$ cat config.mk
export PLATFORM = sky130hd
export DESIGN_NAME = first_fit_heap_allocator_core
export DESIGN_NICKNAME = d
export VERILOG_FILES = /design/src/rtl/core/ffha_pkg.sv /design/src/rtl/core/ffha_ram.sv /design/src/rtl/core/first_fit_heap_allocator_core.sv
export VERILOG_INCLUDE_DIRS = /design/src /design/src/rtl/core
export SDC_FILE = /design/constraint.sdc
export NUM_CORES = 2
export LEC_CHECK = 0
export CAP_MARGIN = 10
export CORE_MARGIN = 2
export CORE_UTILIZATION = 55
export CTS_CLUSTER_SIZE = 24
export DETAILED_ROUTE_END_ITERATION = 10
export DONT_BUFFER_PORTS = 1
export PLACE_DENSITY = 0.69
export SYNTH_ARGS = -nofsm -noshare
export SYNTH_HDL_FRONTEND = slang
export SYNTH_SLANG_ARGS = --single-unit
$ cat constraint.sdc
create_clock -name clk -period 12.5 [get_ports clk]
set_clock_uncertainty 0.15 [all_clocks]
set_input_delay 1.25 -clock clk [delete_from_list [all_inputs] [get_ports clk]]
set_output_delay 1.25 -clock clk [all_outputs]
set_load 0.02 [all_outputs]
$ cat src/rtl/core/first_fit_heap_allocator_core_macros.svh
// assertion macros for the allocator core
// they expect signals named clk and rst_n in the calling module
`ifndef FIRST_FIT_HEAP_ALLOCATOR_CORE_MACROS_SVH
`define FIRST_FIT_HEAP_ALLOCATOR_CORE_MACROS_SVH
`ifndef ASSERT_OFF
`define FFHA_ASSERT(label, expr) \
    label: assert property (@(posedge clk) disable iff (!rst_n) (expr)) \
        else $error("allocator check failed");
`define FFHA_ASSERT_IMP(label, ante, cons) \
    label: assert property (@(posedge clk) disable iff (!rst_n) (ante) |-> (cons)) \
        else $error("allocator check failed");
`define FFHA_ASSERT_NXT(label, ante, cons) \
    label: assert property (@(posedge clk) disable iff (!rst_n) (ante) |=> (cons)) \
        else $error("allocator check failed");
`else
`define FFHA_ASSERT(label, expr)
`define FFHA_ASSERT_IMP(label, ante, cons)
`define FFHA_ASSERT_NXT(label, ante, cons)
`endif
`endif

$ cat src/rtl/core/ffha_pkg.sv
`timescale 1ns / 1ps
package ffha_pkg;

    // field widths
    localparam int OFF_W   = 20;
    localparam int SIZE_W  = 21;
    localparam int HEAP_W  = 21;
    localparam int ALLOC_W = 22;
    localparam int VAL_W   = 23;

    localparam int MAX_BLOCKS_DEF = 64;
    localparam int HEADER_BYTES   = 16;
    localparam int GRANULE_BYTES  = 16;
    localparam int HEAP_LIMIT     = 1048576;

    // request codes
    localparam logic [1:0] REQ_ALLOC  = 2'd0;
    localparam logic [1:0] REQ_FREE   = 2'd1;
    localparam logic [1:0] REQ_RESIZE = 2'd2;

    // status codes
    localparam logic [2:0] ST_OK       = 3'd0;
    localparam logic [2:0] ST_NOFIT    = 3'd1;
    localparam logic [2:0] ST_ZERO     = 3'd2;
    localparam logic [2:0] ST_NOTFOUND = 3'd3;
    localparam logic [2:0] ST_FULL     = 3'd4;

    typedef enum logic [3:0] {
        S_IDLE,
        S_FIT_ISSUE,
        S_FIT_EVAL,
        S_SCAN,
        S_INS_NEW,
        S_INS_PREV,
        S_INS_DONE,
        S_FIND_ISSUE,
        S_FIND_EVAL,
        S_UNLINK,
        S_RS_NEXT,
        S_RS_EVAL,
        S_DONE
    } state_t;

    typedef enum logic [1:0] {
        OP_ALLOC,
        OP_FREE,
        OP_RESIZE,
        OP_MOVE
    } op_t;

endpackage

$ cat src/rtl/core/ffha_ram.sv
`timescale 1ns / 1ps
module ffha_ram #(
    parameter int WIDTH = 8,
    parameter int DEPTH = 64,
    parameter int AW    = $clog2(DEPTH)
) (
    input  logic             clk,
    input  logic             we,
    input  logic [AW-1:0]    waddr,
    input  logic [WIDTH-1:0] wdata,
    input  logic [AW-1:0]    raddr,
    output logic [WIDTH-1:0] rdata
);

    logic [WIDTH-1:0] mem [DEPTH];

    // one write port, one registered read port
    always_ff @(posedge clk)
    begin
        if (we)
        begin
            mem[waddr] <= wdata;
        end
        rdata <= mem[raddr];
    end

endmodule

$ cat src/rtl/core/first_fit_heap_allocator_core.sv
`timescale 1ns / 1ps
// first-fit heap allocator over an address-ordered block list
// input channel: in_valid / in_stall carry req_type, size_bytes, block_offset,
//   block_given; a beat is taken at a clock edge with in_valid high and in_stall low
// output channel: out_valid / out_stall carry status, result_offset, moved,
//   old_offset, old_size; exactly one result beat per request beat
// configuration: cfg_valid / cfg_ready write heap_bytes; this clears the list
// one request at a time: in_stall stays high from acceptance until its result
//   has been moved into the output register
// list walks: each linked block is read through the registered ram read port;
//   allocate walks the list, then scans up to MAX_BLOCKS slots for a free one;
//   free walks the list once; a moving resize walks the list three times
// the list lives in one ram, entry word = start, size, link
// reset: empty list, heap size zero, no result pending
// a stalled result holds in the output register; the next request may be
//   accepted meanwhile and waits at its end until the register is free
`include "first_fit_heap_allocator_core_macros.svh"
module first_fit_heap_allocator_core #(
    parameter int MAX_BLOCKS = ffha_pkg::MAX_BLOCKS_DEF
) (
    input  logic                       clk,
    input  logic                       rst_n,
    input  logic                       cfg_valid,
    output logic                       cfg_ready,
    input  logic [ffha_pkg::HEAP_W-1:0] heap_bytes,
    input  logic                       in_valid,
    output logic                       in_stall,
    input  logic [1:0]                 req_type,
    input  logic [ffha_pkg::SIZE_W-1:0] size_bytes,
    input  logic [ffha_pkg::OFF_W-1:0]  block_offset,
    input  logic                       block_given,
    output logic                       out_valid,
    input  logic                       out_stall,
    output logic [2:0]                 status,
    output logic [ffha_pkg::OFF_W-1:0]  result_offset,
    output logic                       moved,
    output logic [ffha_pkg::OFF_W-1:0]  old_offset,
    output logic [ffha_pkg::SIZE_W-1:0] old_size
);

    localparam int AW     = $clog2(MAX_BLOCKS);
    localparam int IW     = $clog2(MAX_BLOCKS + 1);
    localparam int OW     = ffha_pkg::OFF_W;
    localparam int SW     = ffha_pkg::SIZE_W;
    localparam int VW     = ffha_pkg::VAL_W;
    localparam int WORD_W = OW + SW + IW;
    localparam logic [IW-1:0] END_MARK = IW'(MAX_BLOCKS);
    localparam logic [VW-1:0] HDR = VW'(ffha_pkg::HEADER_BYTES);
    localparam logic [ffha_pkg::ALLOC_W-1:0] GMASK =
        ffha_pkg::ALLOC_W'(ffha_pkg::GRANULE_BYTES - 1);

    // control registers
    ffha_pkg::state_t state_reg, state_next;
    ffha_pkg::op_t    op_reg, op_next;
    logic [ffha_pkg::HEAP_W-1:0] heap_reg, heap_next;
    logic [IW-1:0]         head_reg, head_next;
    logic [IW-1:0]         count_reg, count_next;
    logic [MAX_BLOCKS-1:0] used_reg, used_next;
    logic                  out_valid_reg, out_valid_next;

    // working registers
    logic [ffha_pkg::ALLOC_W-1:0] alloc_reg, alloc_next;
    logic [VW-1:0] need_reg, need_next;
    logic [OW-1:0] off_reg, off_next;
    logic [IW-1:0] cur_reg, cur_next;
    logic [IW-1:0] prev_reg, prev_next;
    logic [OW-1:0] prev_start_reg, prev_start_next;
    logic [SW-1:0] prev_size_reg, prev_size_next;
    logic [VW-1:0] tail_reg, tail_next;
    logic [IW-1:0] slot_reg, slot_next;
    logic [OW-1:0] slot_start_reg, slot_start_next;
    logic [SW-1:0] slot_size_reg, slot_size_next;
    logic [IW-1:0] slot_link_reg, slot_link_next;
    logic [SW-1:0] old_size_reg, old_size_next;
    logic [AW-1:0] scan_reg, scan_next;

    // result staging and output registers
    logic [2:0]    r_status_reg, r_status_next;
    logic [OW-1:0] r_offset_reg, r_offset_next;
    logic          r_moved_reg, r_moved_next;
    logic [OW-1:0] r_old_off_reg, r_old_off_next;
    logic [SW-1:0] r_old_size_reg, r_old_size_next;
    logic [2:0]    status_reg, status_next;
    logic [OW-1:0] offset_reg, offset_next;
    logic          moved_reg, moved_next;
    logic [OW-1:0] old_off_reg, old_off_next;
    logic [SW-1:0] old_sz_reg, old_sz_next;

    // ram port
    logic              ram_we;
    logic [AW-1:0]     ram_waddr;
    logic [WORD_W-1:0] ram_wdata;
    logic [AW-1:0]     ram_raddr;
    logic [WORD_W-1:0] ram_rdata;
    logic [OW-1:0]     rd_start;
    logic [SW-1:0]     rd_size;
    logic [IW-1:0]     rd_link;

    logic                         in_acc;
    logic                         out_free;
    logic [ffha_pkg::ALLOC_W-1:0] alloc_in;
    logic [VW-1:0]                fit_sum;
    logic [VW-1:0]                heap_ext;
    logic [VW-1:0]                rd_start_ext;
    logic [VW-1:0]                rs_limit;
    logic [VW-1:0]                rs_sum;
    logic [ffha_pkg::HEAP_W-1:0]  heap_sat;

    ffha_ram #(
        .WIDTH(WORD_W),
        .DEPTH(MAX_BLOCKS)
    ) u_list_ram (
        .clk  (clk),
        .we   (ram_we),
        .waddr(ram_waddr),
        .wdata(ram_wdata),
        .raddr(ram_raddr),
        .rdata(ram_rdata)
    );

    assign rd_start = ram_rdata[WORD_W-1 -: OW];
    assign rd_size  = ram_rdata[IW +: SW];
    assign rd_link  = ram_rdata[IW-1:0];

    // handshakes
    assign in_stall  = (state_reg != ffha_pkg::S_IDLE);
    assign in_acc    = in_valid && !in_stall;
    assign cfg_ready = (state_reg == ffha_pkg::S_IDLE);
    assign out_free  = !out_valid_reg || !out_stall;

    // shared arithmetic
    assign alloc_in     = ({1'b0, size_bytes} + GMASK) & ~GMASK;
    assign fit_sum      = tail_reg + need_reg;
    assign heap_ext     = VW'(heap_reg);
    assign rd_start_ext = VW'(rd_start);
    assign rs_limit     = (slot_link_reg == END_MARK) ? heap_ext : rd_start_ext;
    assign rs_sum       = VW'(off_reg) + VW'(alloc_reg);
    assign heap_sat     = (heap_bytes > ffha_pkg::HEAP_W'(ffha_pkg::HEAP_LIMIT)) ?
                          ffha_pkg::HEAP_W'(ffha_pkg::HEAP_LIMIT) : heap_bytes;

    // sequencer
    always_comb
    begin
        state_next      = state_reg;
        op_next         = op_reg;
        heap_next       = heap_reg;
        head_next       = head_reg;
        count_next      = count_reg;
        used_next       = used_reg;
        alloc_next      = alloc_reg;
        need_next       = need_reg;
        off_next        = off_reg;
        cur_next        = cur_reg;
        prev_next       = prev_reg;
        prev_start_next = prev_start_reg;
        prev_size_next  = prev_size_reg;
        tail_next       = tail_reg;
        slot_next       = slot_reg;
        slot_start_next = slot_start_reg;
        slot_size_next  = slot_size_reg;
        slot_link_next  = slot_link_reg;
        old_size_next   = old_size_reg;
        scan_next       = scan_reg;
        r_status_next   = r_status_reg;
        r_offset_next   = r_offset_reg;
        r_moved_next    = r_moved_reg;
        r_old_off_next  = r_old_off_reg;
        r_old_size_next = r_old_size_reg;
        status_next     = status_reg;
        offset_next     = offset_reg;
        moved_next      = moved_reg;
        old_off_next    = old_off_reg;
        old_sz_next     = old_sz_reg;
        out_valid_next  = out_valid_reg && out_stall;
        ram_we          = 1'b0;
        ram_waddr       = slot_reg[AW-1:0];
        ram_wdata       = {slot_start_reg, slot_size_reg, slot_link_reg};
        ram_raddr       = cur_reg[AW-1:0];

        case (state_reg)
            ffha_pkg::S_IDLE:
            begin
                if (in_acc)
                begin
                    alloc_next      = alloc_in;
                    need_next       = VW'(alloc_in) + HDR;
                    off_next        = block_offset;
                    old_size_next   = '0;
                    r_status_next   = ffha_pkg::ST_OK;
                    r_offset_next   = '0;
                    r_moved_next    = 1'b0;
                    r_old_off_next  = '0;
                    r_old_size_next = '0;
                    tail_next       = '0;
                    prev_next       = END_MARK;
                    cur_next        = head_reg;
                    state_next      = ffha_pkg::S_DONE;
                    if (req_type == ffha_pkg::REQ_ALLOC ||
                        (req_type == ffha_pkg::REQ_RESIZE && !block_given))
                    begin
                        op_next = ffha_pkg::OP_ALLOC;
                        if (alloc_in == '0)
                        begin
                            r_status_next = ffha_pkg::ST_ZERO;
                        end
                        else if (count_reg >= END_MARK)
                        begin
                            r_status_next = ffha_pkg::ST_FULL;
                        end
                        else
                        begin
                            state_next = ffha_pkg::S_FIT_ISSUE;
                        end
                    end
                    else if (req_type == ffha_pkg::REQ_FREE)
                    begin
                        op_next = ffha_pkg::OP_FREE;
                        if (block_given)
                        begin
                            state_next = ffha_pkg::S_FIND_ISSUE;
                        end
                    end
                    else if (req_type == ffha_pkg::REQ_RESIZE)
                    begin
                        op_next    = ffha_pkg::OP_RESIZE;
                        state_next = ffha_pkg::S_FIND_ISSUE;
                    end
                end
            end

            // first-fit walk: gap before cur, or up to heap end
            ffha_pkg::S_FIT_ISSUE:
            begin
                if (cur_reg == END_MARK)
                begin
                    if (heap_ext >= fit_sum)
                    begin
                        scan_next  = '0;
                        state_next = ffha_pkg::S_SCAN;
                    end
                    else
                    begin
                        r_status_next = ffha_pkg::ST_NOFIT;
                        state_next    = ffha_pkg::S_DONE;
                    end
                end
                else
                begin
                    state_next = ffha_pkg::S_FIT_EVAL;
                end
            end

            ffha_pkg::S_FIT_EVAL:
            begin
                if (rd_start_ext >= fit_sum)
                begin
                    scan_next  = '0;
                    state_next = ffha_pkg::S_SCAN;
                end
                else
                begin
                    tail_next       = rd_start_ext + HDR + VW'(rd_size);
                    prev_next       = cur_reg;
                    prev_start_next = rd_start;
                    prev_size_next  = rd_size;
                    cur_next        = rd_link;
                    state_next      = ffha_pkg::S_FIT_ISSUE;
                end
            end

            // look for a free slot, one per cycle
            ffha_pkg::S_SCAN:
            begin
                if (!used_reg[scan_reg])
                begin
                    state_next = ffha_pkg::S_INS_NEW;
                end
                else
                begin
                    scan_next = scan_reg + 1'b1;
                end
            end

            ffha_pkg::S_INS_NEW:
            begin
                ram_we              = 1'b1;
                ram_waddr           = scan_reg;
                ram_wdata           = {tail_reg[OW-1:0], alloc_reg[SW-1:0], cur_reg};
                used_next[scan_reg] = 1'b1;
                count_next          = count_reg + 1'b1;
                if (prev_reg == END_MARK)
                begin
                    head_next  = IW'(scan_reg);
                    state_next = ffha_pkg::S_INS_DONE;
                end
                else
                begin
                    state_next = ffha_pkg::S_INS_PREV;
                end
            end

            ffha_pkg::S_INS_PREV:
            begin
                ram_we     = 1'b1;
                ram_waddr  = prev_reg[AW-1:0];
                ram_wdata  = {prev_start_reg, prev_size_reg, IW'(scan_reg)};
                state_next = ffha_pkg::S_INS_DONE;
            end

            ffha_pkg::S_INS_DONE:
            begin
                r_offset_next = OW'(tail_reg + HDR);
                if (op_reg == ffha_pkg::OP_RESIZE)
                begin
                    op_next    = ffha_pkg::OP_MOVE;
                    cur_next   = head_reg;
                    prev_next  = END_MARK;
                    state_next = ffha_pkg::S_FIND_ISSUE;
                end
                else
                begin
                    state_next = ffha_pkg::S_DONE;
                end
            end

            // search for the block by payload offset
            ffha_pkg::S_FIND_ISSUE:
            begin
                if (cur_reg == END_MARK)
                begin
                    if (op_reg == ffha_pkg::OP_MOVE)
                    begin
                        r_moved_next    = 1'b1;
                        r_old_off_next  = off_reg;
                        r_old_size_next = old_size_reg;
                    end
                    else
                    begin
                        r_status_next = ffha_pkg::ST_NOTFOUND;
                    end
                    state_next = ffha_pkg::S_DONE;
                end
                else
                begin
                    state_next = ffha_pkg::S_FIND_EVAL;
                end
            end

            ffha_pkg::S_FIND_EVAL:
            begin
                if (rd_start_ext + HDR == VW'(off_reg))
                begin
                    slot_next       = cur_reg;
                    slot_start_next = rd_start;
                    slot_size_next  = rd_size;
                    slot_link_next  = rd_link;
                    state_next      = (op_reg == ffha_pkg::OP_RESIZE) ?
                                      ffha_pkg::S_RS_NEXT : ffha_pkg::S_UNLINK;
                end
                else
                begin
                    prev_next       = cur_reg;
                    prev_start_next = rd_start;
                    prev_size_next  = rd_size;
                    cur_next        = rd_link;
                    state_next      = ffha_pkg::S_FIND_ISSUE;
                end
            end

            ffha_pkg::S_UNLINK:
            begin
                if (prev_reg == END_MARK)
                begin
                    head_next = slot_link_reg;
                end
                else
                begin
                    ram_we    = 1'b1;
                    ram_waddr = prev_reg[AW-1:0];
                    ram_wdata = {prev_start_reg, prev_size_reg, slot_link_reg};
                end
                used_next[slot_reg[AW-1:0]] = 1'b0;
                count_next = count_reg - 1'b1;
                if (op_reg == ffha_pkg::OP_MOVE)
                begin
                    r_moved_next    = 1'b1;
                    r_old_off_next  = off_reg;
                    r_old_size_next = old_size_reg;
                end
                state_next = ffha_pkg::S_DONE;
            end

            // room up to the next block for an in-place resize
            ffha_pkg::S_RS_NEXT:
            begin
                ram_raddr  = slot_link_reg[AW-1:0];
                state_next = ffha_pkg::S_RS_EVAL;
            end

            ffha_pkg::S_RS_EVAL:
            begin
                if (alloc_reg == '0 || rs_sum <= rs_limit)
                begin
                    ram_we        = 1'b1;
                    ram_waddr     = slot_reg[AW-1:0];
                    ram_wdata     = {slot_start_reg, alloc_reg[SW-1:0], slot_link_reg};
                    r_offset_next = off_reg;
                    state_next    = ffha_pkg::S_DONE;
                end
                else
                begin
                    old_size_next = slot_size_reg;
                    if (count_reg >= END_MARK)
                    begin
                        r_status_next = ffha_pkg::ST_FULL;
                        state_next    = ffha_pkg::S_DONE;
                    end
                    else
                    begin
                        tail_next  = '0;
                        prev_next  = END_MARK;
                        cur_next   = head_reg;
                        state_next = ffha_pkg::S_FIT_ISSUE;
                    end
                end
            end

            ffha_pkg::S_DONE:
            begin
                if (out_free)
                begin
                    status_next    = r_status_reg;
                    offset_next    = (r_status_reg == ffha_pkg::ST_OK) ? r_offset_reg : '0;
                    moved_next     = r_moved_reg;
                    old_off_next   = r_old_off_reg;
                    old_sz_next    = r_old_size_reg;
                    out_valid_next = 1'b1;
                    state_next     = ffha_pkg::S_IDLE;
                end
            end

            default:
            begin
                state_next = ffha_pkg::S_IDLE;
            end
        endcase

        // configuration write clears the list
        if (cfg_valid && cfg_ready)
        begin
            heap_next  = heap_sat & ~ffha_pkg::HEAP_W'(ffha_pkg::GRANULE_BYTES - 1);
            head_next  = END_MARK;
            count_next = '0;
            used_next  = '0;
        end
    end

    // control state
    always_ff @(posedge clk or negedge rst_n)
    begin
        if (!rst_n)
        begin
            state_reg     <= ffha_pkg::S_IDLE;
            heap_reg      <= '0;
            head_reg      <= END_MARK;
            count_reg     <= '0;
            used_reg      <= '0;
            out_valid_reg <= 1'b0;
        end
        else
        begin
            state_reg     <= state_next;
            heap_reg      <= heap_next;
            head_reg      <= head_next;
            count_reg     <= count_next;
            used_reg      <= used_next;
            out_valid_reg <= out_valid_next;
        end
    end

    // payload
    always_ff @(posedge clk)
    begin
        op_reg         <= op_next;
        alloc_reg      <= alloc_next;
        need_reg       <= need_next;
        off_reg        <= off_next;
        cur_reg        <= cur_next;
        prev_reg       <= prev_next;
        prev_start_reg <= prev_start_next;
        prev_size_reg  <= prev_size_next;
        tail_reg       <= tail_next;
        slot_reg       <= slot_next;
        slot_start_reg <= slot_start_next;
        slot_size_reg  <= slot_size_next;
        slot_link_reg  <= slot_link_next;
        old_size_reg   <= old_size_next;
        scan_reg       <= scan_next;
        r_status_reg   <= r_status_next;
        r_offset_reg   <= r_offset_next;
        r_moved_reg    <= r_moved_next;
        r_old_off_reg  <= r_old_off_next;
        r_old_size_reg <= r_old_size_next;
        status_reg     <= status_next;
        offset_reg     <= offset_next;
        moved_reg      <= moved_next;
        old_off_reg    <= old_off_next;
        old_sz_reg     <= old_sz_next;
    end

    assign out_valid     = out_valid_reg;
    assign status        = status_reg;
    assign result_offset = offset_reg;
    assign moved         = moved_reg;
    assign old_offset    = old_off_reg;
    assign old_size      = old_sz_reg;

    // checks
    `FFHA_ASSERT(a_count_max, count_reg <= END_MARK)
    `FFHA_ASSERT(a_count_used, $countones(used_reg) == int'(count_reg))
    `FFHA_ASSERT(a_head_empty, (head_reg == END_MARK) == (count_reg == '0))
    `FFHA_ASSERT_NXT(a_done_loads, state_reg == ffha_pkg::S_DONE && out_free, out_valid_reg && state_reg == ffha_pkg::S_IDLE)
    `FFHA_ASSERT_IMP(a_moved_ok, out_valid_reg && moved_reg, status_reg == ffha_pkg::ST_OK)

endmodule

# Yosys cells after proc, flatten, opt, wreduce, memory -nomap -nowiden
# Memories as Yosys holds them, arrays and structs flattened. A register that Yosys moved wholly into a read port is not among the register bits.
# Cells that the tools add are included.
[word_totals] regBits=452 latchBits=0 mem_bits_rw=3072 rom_bits=0 inputBits=70 out_inout_bits=68 n_memories=1
[memory_table] name="u_list_ram.mem" depth=64 word_bits=48 rd=1 rd_ports_with_merged_regs=1 wr=1 line="ffha_ram.sv:15" source="logic [WIDTH-1:0] mem [DEPTH];"
[op_classes] addsub=10 multipliers=0 div=0 order_cmp=9 n_eq_ne=40 shifts=0 n_mux=111 bitwise_logic=3 n_reduce_logical=44
[op_table] cell="$pmux W48 S4" n=1
[op_table] cell="$mux W21" n=8
[op_table] cell="$pmux W64 S2" n=1
[op_table] cell="$mux W20" n=6
[op_table] cell="$pmux W20 S3" n=2
[op_table] cell="$mux W7" n=16
[op_table] cell="$mux W23" n=4
[op_table] cell="$pmux W21 S2" n=2
[op_table] cell="$pmux W7 S5" n=2
[op_table] cell="$pmux W23 S3" n=1
[op_table] cell="$and A64 B64 Y64" n=1
[op_table] cell="$mux W64" n=1
[op_table] cell="$not A64 Y64" n=1
[op_table] cell="$or A64 B64 Y64" n=1
[op_table] cell="$pmux W21 S3" n=1
[op_table] cell="$mux W4" n=14
[op_table] cell="$pmux W4 S13" n=1
[op_table] cell="$mux W48" n=1
[op_table] cell="$logic_not A22 Y1" n=2
[op_table] cell="$pmux W20 S2" n=1
[op_table] cell="$mux W6" n=6
[op_table] cell="$pmux W6 S3" n=2
[op_table] cell="$mux W3" n=11
[op_table] cell="$ne A2 B2 Y1 const B" n=16
[op_table] cell="other kinds (54)" n=115

# Depth between registers and ports, before layout
[depth] word_depth=8 ltp_mapped=22

# Hierarchy
# A second synthesis with hierarchy kept.
[hier_totals] cells_unflattened=7475 area_unflattened_um2=142405.3
[modules_own_cells] mod="ffha_ram" instances=1 cells_per_inst=5247 area_per_inst_um2=118190.9 seq_area_each_um2=93209.4
[modules_own_cells] mod="first_fit_heap_allocator_core" instances=1 cells_per_inst=2228 area_per_inst_um2=24214.5 seq_area_each_um2=12923.6

# Worst setup path after synthesis
# No wires, ideal clock.
[synth_path] kind="reg-to-reg" startpoint="reg off_reg[8]" endpoint="mem u_list_ram.mem[0][24] in the netlist's numbering, data pin" t_arrival_ps=6472 slack_ps=5176 stages_incl_launch_ff=20 period_less_slack_ps=7324 cell_sequence="edfxtp_1 ha_1 or3_1 nand2b_1 o211ai_1 o21ai_0 a21o_1 a21oi_1 o21bai_1 a21oi_1 xnor2_1 ha_1 nand2_1 nor3_1 a21boi_0 o31ai_1 a21oi_2 clkbuf_1 mux2i_1 o21ai_0"
[synth_via] elab_chain_len=5
[synth_lines] element="start, declared" line="first_fit_heap_allocator_core.sv:64" source="logic [OW-1:0] off_reg, off_next;"
[synth_lines] element="start signal, assigned" line="first_fit_heap_allocator_core.sv:487" source="off_reg <= off_next;"
[synth_lines] element="$add A20 B22 Y23" line="first_fit_heap_allocator_core.sv:137" source="assign rs_sum = VW'(off_reg) + VW'(alloc_reg);"
[synth_lines] element="$le A23 B21 Y1" line="first_fit_heap_allocator_core.sv:402" source="if (alloc_reg == '0 || rs_sum <= rs_limit)"
[synth_lines] element="$logic_or A1 B1 Y1" line="first_fit_heap_allocator_core.sv:402"
[synth_lines] element="$mux W28" line="first_fit_heap_allocator_core.sv:402"
[synth_lines] element="$pmux W48 S4" line="first_fit_heap_allocator_core.sv:180" source="case (state_reg)"
[synth_lines] element="via ram_wdata[24]" line="first_fit_heap_allocator_core.sv:92" source="logic [WORD_W-1:0] ram_wdata;"
[synth_lines] element="end, declared" line="ffha_ram.sv:15"
# The timed path passes the listed nets, and every way through them passes these cells.

# Worst setup path in the final report
[layout_path] startpoint="reg off_reg[8]" endpoint="mem u_list_ram.mem[61][22] in the netlist's numbering (enable)"
[layout_via] elab_chain_len=7
[layout_lines] element="$add A20 B22 Y23" line="first_fit_heap_allocator_core.sv:137"
[layout_lines] element="$le A23 B21 Y1" line="first_fit_heap_allocator_core.sv:402"
[layout_lines] element="$logic_or A1 B1 Y1" line="first_fit_heap_allocator_core.sv:402"
[layout_lines] element="$mux W1" line="first_fit_heap_allocator_core.sv:402"
[layout_lines] element="$pmux W1 S3" line="first_fit_heap_allocator_core.sv:180"
[layout_lines] element="$mux W1" line="ffha_ram.sv:20" source="if (we)"
[layout_lines] element="$mux W1 (implied by the code)" line="ffha_ram.sv:22" source="mem[waddr] <= wdata;"
# No other way between the ends.

==> reports/qor.csv <==
stage,metric,value,unit
floorplan,Placeable Area,0.259,mm^2
global_routing,total gr overflow,0,
sta,total negative slack,0,ps
worst_setup_path,CP Max Fanout,28,
sta,Slew @ Worst Pin,1420,ps
placed_design,GPL Wtd Cong,0.896,
worst_setup_path,startpoint types,flip-flop,
floorplan,die footprint,0.264,mm^2
layout,post-route insts no fill,11495,
worst_setup_path,Worst Path Required,12870,ps
placed_design,Placed Cells,10833,
layout,NumNets Final,7998,
pwr,Leakage,51.4,nW
detailed_routing,WL per Instance,32.3,um
clock_tree,clk sink count,3567,
status,result of the run,"complete, no violations",
yosys,Synth top area share,0.718,
detailed_routing,drt drc,0,
yosys,cell types occupying the most area after synthesis,"edfxtp_1, mux4_2, dfrtp_1",
floorplan,Cell Rows,187,
clock_tree,H-tree Lvls,5,
sta,Achievable Freq,0.134,GHz
clock_tree,postcts setup bufs,0,
yosys,simple-gate share of the synthesized area,0.0444,
yosys,most used flip-flop cell after synthesis,edfxtp_1,
detailed_routing,drt pass-1 iters,8,
layout,share of layout cells above drive strength 1,0.200,
yosys,"Async S/R FF share, synth",0.0280,
detailed_routing,vias,76392,
global_routing,initial antenna violation count,15,
clock_tree,CTS tree,built,
sta,# setup viols final,0,
worst_setup_path,WP data arrival,7840,ps
layout,Area Overhead vs Synth,11.8,%
run,max cap viols,0,
pwr,pwr dens,261,mW/mm^2
yosys,Yosys reg bits,3567,
global_routing,vias in the first global route,74741,
yosys,Post-Synth Adder-Cell Area,0.0113,
yosys,xor and xnor area share after synthesis,0.00771,
clock_tree,cts repair resizes,0,
global_routing,largest net degree at the start of global routing,122,
yosys,Synth Area in Compound Gates,0.0546,
yosys,largest family of logic cells by synthesized area,multiplexers,
sta,final hold violation count,0,
detailed_routing,Detailed Route WL,371000,um
yosys,most frequent cell after synthesis,edfxtp_1,
sta,Slew headroom,0.0458,
clock_tree,Bufs on Longest Clock Path,4,
yosys,Commonest cells post-synth,"edfxtp_1, mux4_2, nand2_1, a21oi_1, a211oi_1",
yosys,"Net Count, Synth",7856,
worst_setup_path,FF-to-FF Start,off_reg[8]$_DFFE_PP_,
clock_tree,Post-CTS Hold Fix Bufs,1,
floorplan,die width,514,um
sta,post-route minimum period,7470,ps
yosys,multiplexer share of the synthesized area,0.125,
yosys,cell area after synthesis,0.143,mm^2
pwr,VDD IR-drop max,248,uV
detailed_routing,Vias/cell,6.65,
sta,"Slew Viols, Final",0,
yosys,post-synthesis sequential area ratio,0.742,
floorplan,Initial Utilization,0.552,
sta,RSZ-0062 raised after global routing,false,
yosys,Synth cell types,84,
yosys,synthesis warning total,0,
sta,fin crit share,0.598,
detailed_routing,DRT antenna net count,0,
yosys,Mapped Avg Cell Area,18.7,um^2
worst_setup_path,kind of critical path,flip-flop to flip-flop,
clock_tree,Root Buffer,clkbuf_16,
worst_setup_path,crit end category,flip-flop,
placed_design,placed wire-length estimate,218000,um
yosys,Post-Synthesis Cells,7659,
placed_design,Port Buffers,0,
clock_tree,number of CTS-inserted buffers,366,
floorplan,Die Ht,514,um
clock_tree,Clock transition at path regs,60,ps
detailed_routing,Initial DRC Count,10354,
global_routing,wire length of the first global-routing pass,536000,um
worst_hold_path,Hold WC Path Type,input port to async pin,
yosys,number of flops mapped to enable cells by yosys,3419,
floorplan,Boundary Pins,138,
layout,max FFs per register,3072,
yosys,"area leader, netlist",edfxtp_1,
clock_tree,clock latency on the worst-skew pair,910,ps
global_routing,All-Layer GR Usage,0.280,
worst_setup_path,crit path launch,off_reg[8]$_DFFE_PP_,
## power by group
group | switching, mW | internal [mW] | total, mW
clock network | 4.48 | 6.31 | 10.8
logic | 9.55 | 4.58 | 14.1
registers | 0.690 | 16.1 | 16.8
total | 14.7 | 27.0 | 41.7
## routing by layer
metal  track usage  vias to the layer above  wire length [um]
met3        0.0443                      588             33300
met1         0.412                    40150            150000
met2         0.438                     4119            176000
li1              -                    31529                 -
met4        0.0822                        6             11500
met5             0                        -                41
## worst max-delay path, stage by stage (launching register included)
cell and delay [ps]:
edfxtp_1 490, ha_1 290, or3_1 420, nand2b_1 160, o211ai_1 360, o21ai_0 240
a21o_1 220, a21oi_1 220, o21bai_1 90, a21oi_1 180, xnor2_1 150, ha_1 270
o21ai_0 190, a21oi_1 70, o31ai_1 370, a21oi_4 240, buf_4 310, a21oi_1 360
nand2_1 670, nor2_4 1020, buf_4 560
## through the flow
step / cell area [um^2] / total power, mW / hold slack [ps] / utilization / worst slack [ps]
final: 160000 / 41.7 / 102 / 0.617 / 5030
after global routing: 160000 / 43.2 / 78.7 / 0.617 / 4590
after CTS: 160000 / 41.8 / 61.8 / 0.617 / 5020
after detailed placement: 148000 / 31.0 / 286 / 0.571 / 5030
after global placement: 148000 / 30.8 / 286 / 0.571 / 5040
after floorplan: 143000 / 25.5 / 258 / - / 5180
## placed cells by master (no fill, tap or decap), types with 22 or more instances in the layout
master,Yosys,routed
dfxtp_1,48,48
clkbuf_16,0,376
a22o_1,26,22
and3_1,24,23
xor2_1,55,55
buf_4,37,183
nor2b_1,26,26
clkinv_2,0,53
and2_1,241,241
mux4_2,769,769
clkinv_1,1,75
a211oi_1,314,314
nor3_1,36,35
a31oi_1,111,111
nand4_1,22,22
xnor2_1,71,71
nor2_1,208,139
dfrtp_1,99,99
inv_1,75,61
a21oi_4,0,23
ha_1,123,123
bufinv_16,0,34
a222oi_1,29,29
nand3_1,56,56
nand2b_1,22,22
a311oi_1,101,101
edfxtp_1,3419,3419
a21oi_1,334,311
a21o_1,22,22
nor2_4,0,68
o21ai_0,106,103
nand2_1,613,612
clkbuf_1,255,88
mux2i_1,50,44
nor4_1,25,24
## kinds of logic after synthesis
logic type / count (synthesis)
AO/OA/AOI/OAI: 1163
XOR/XNOR: 126
adder cells (fa/ha/maj): 127
buffers and inverters: 507
flip-flops: 3567
multiplexers: 824
other: 1
AND/OR/NAND/NOR: 1344
## final cells by class
cell class,count,area [um^2]
clock buffer,480,9960
inverter,76,285
timing repair buffer,205,1820
sequential,3567,106000
multi-input combinational,3585,35700
tap,3402,4260
antenna,7,17.5
clock inverter,173,1820
fill,17863,99200
## worst paths after layout
kind,to,slack (ps),cells after the start
setup / recovery,u_list_ram.mem[61][22]$_DFFE_PP_,5030,20
hold / removal,head_reg[6]$_DFFE_PN1P_,100,0
setup reg to reg,u_list_ram.mem[61][22]$_DFFE_PP_,5030,20
hold reg to reg,old_offset[5]$_DFFE_PP_,300,0
max in group asynchronous,heap_reg[4]$_DFFE_PN0P_,11620,1
min in group clk,old_offset[5]$_DFFE_PP_,300,0
Note: power is estimated with default switching activity, not from simulation.
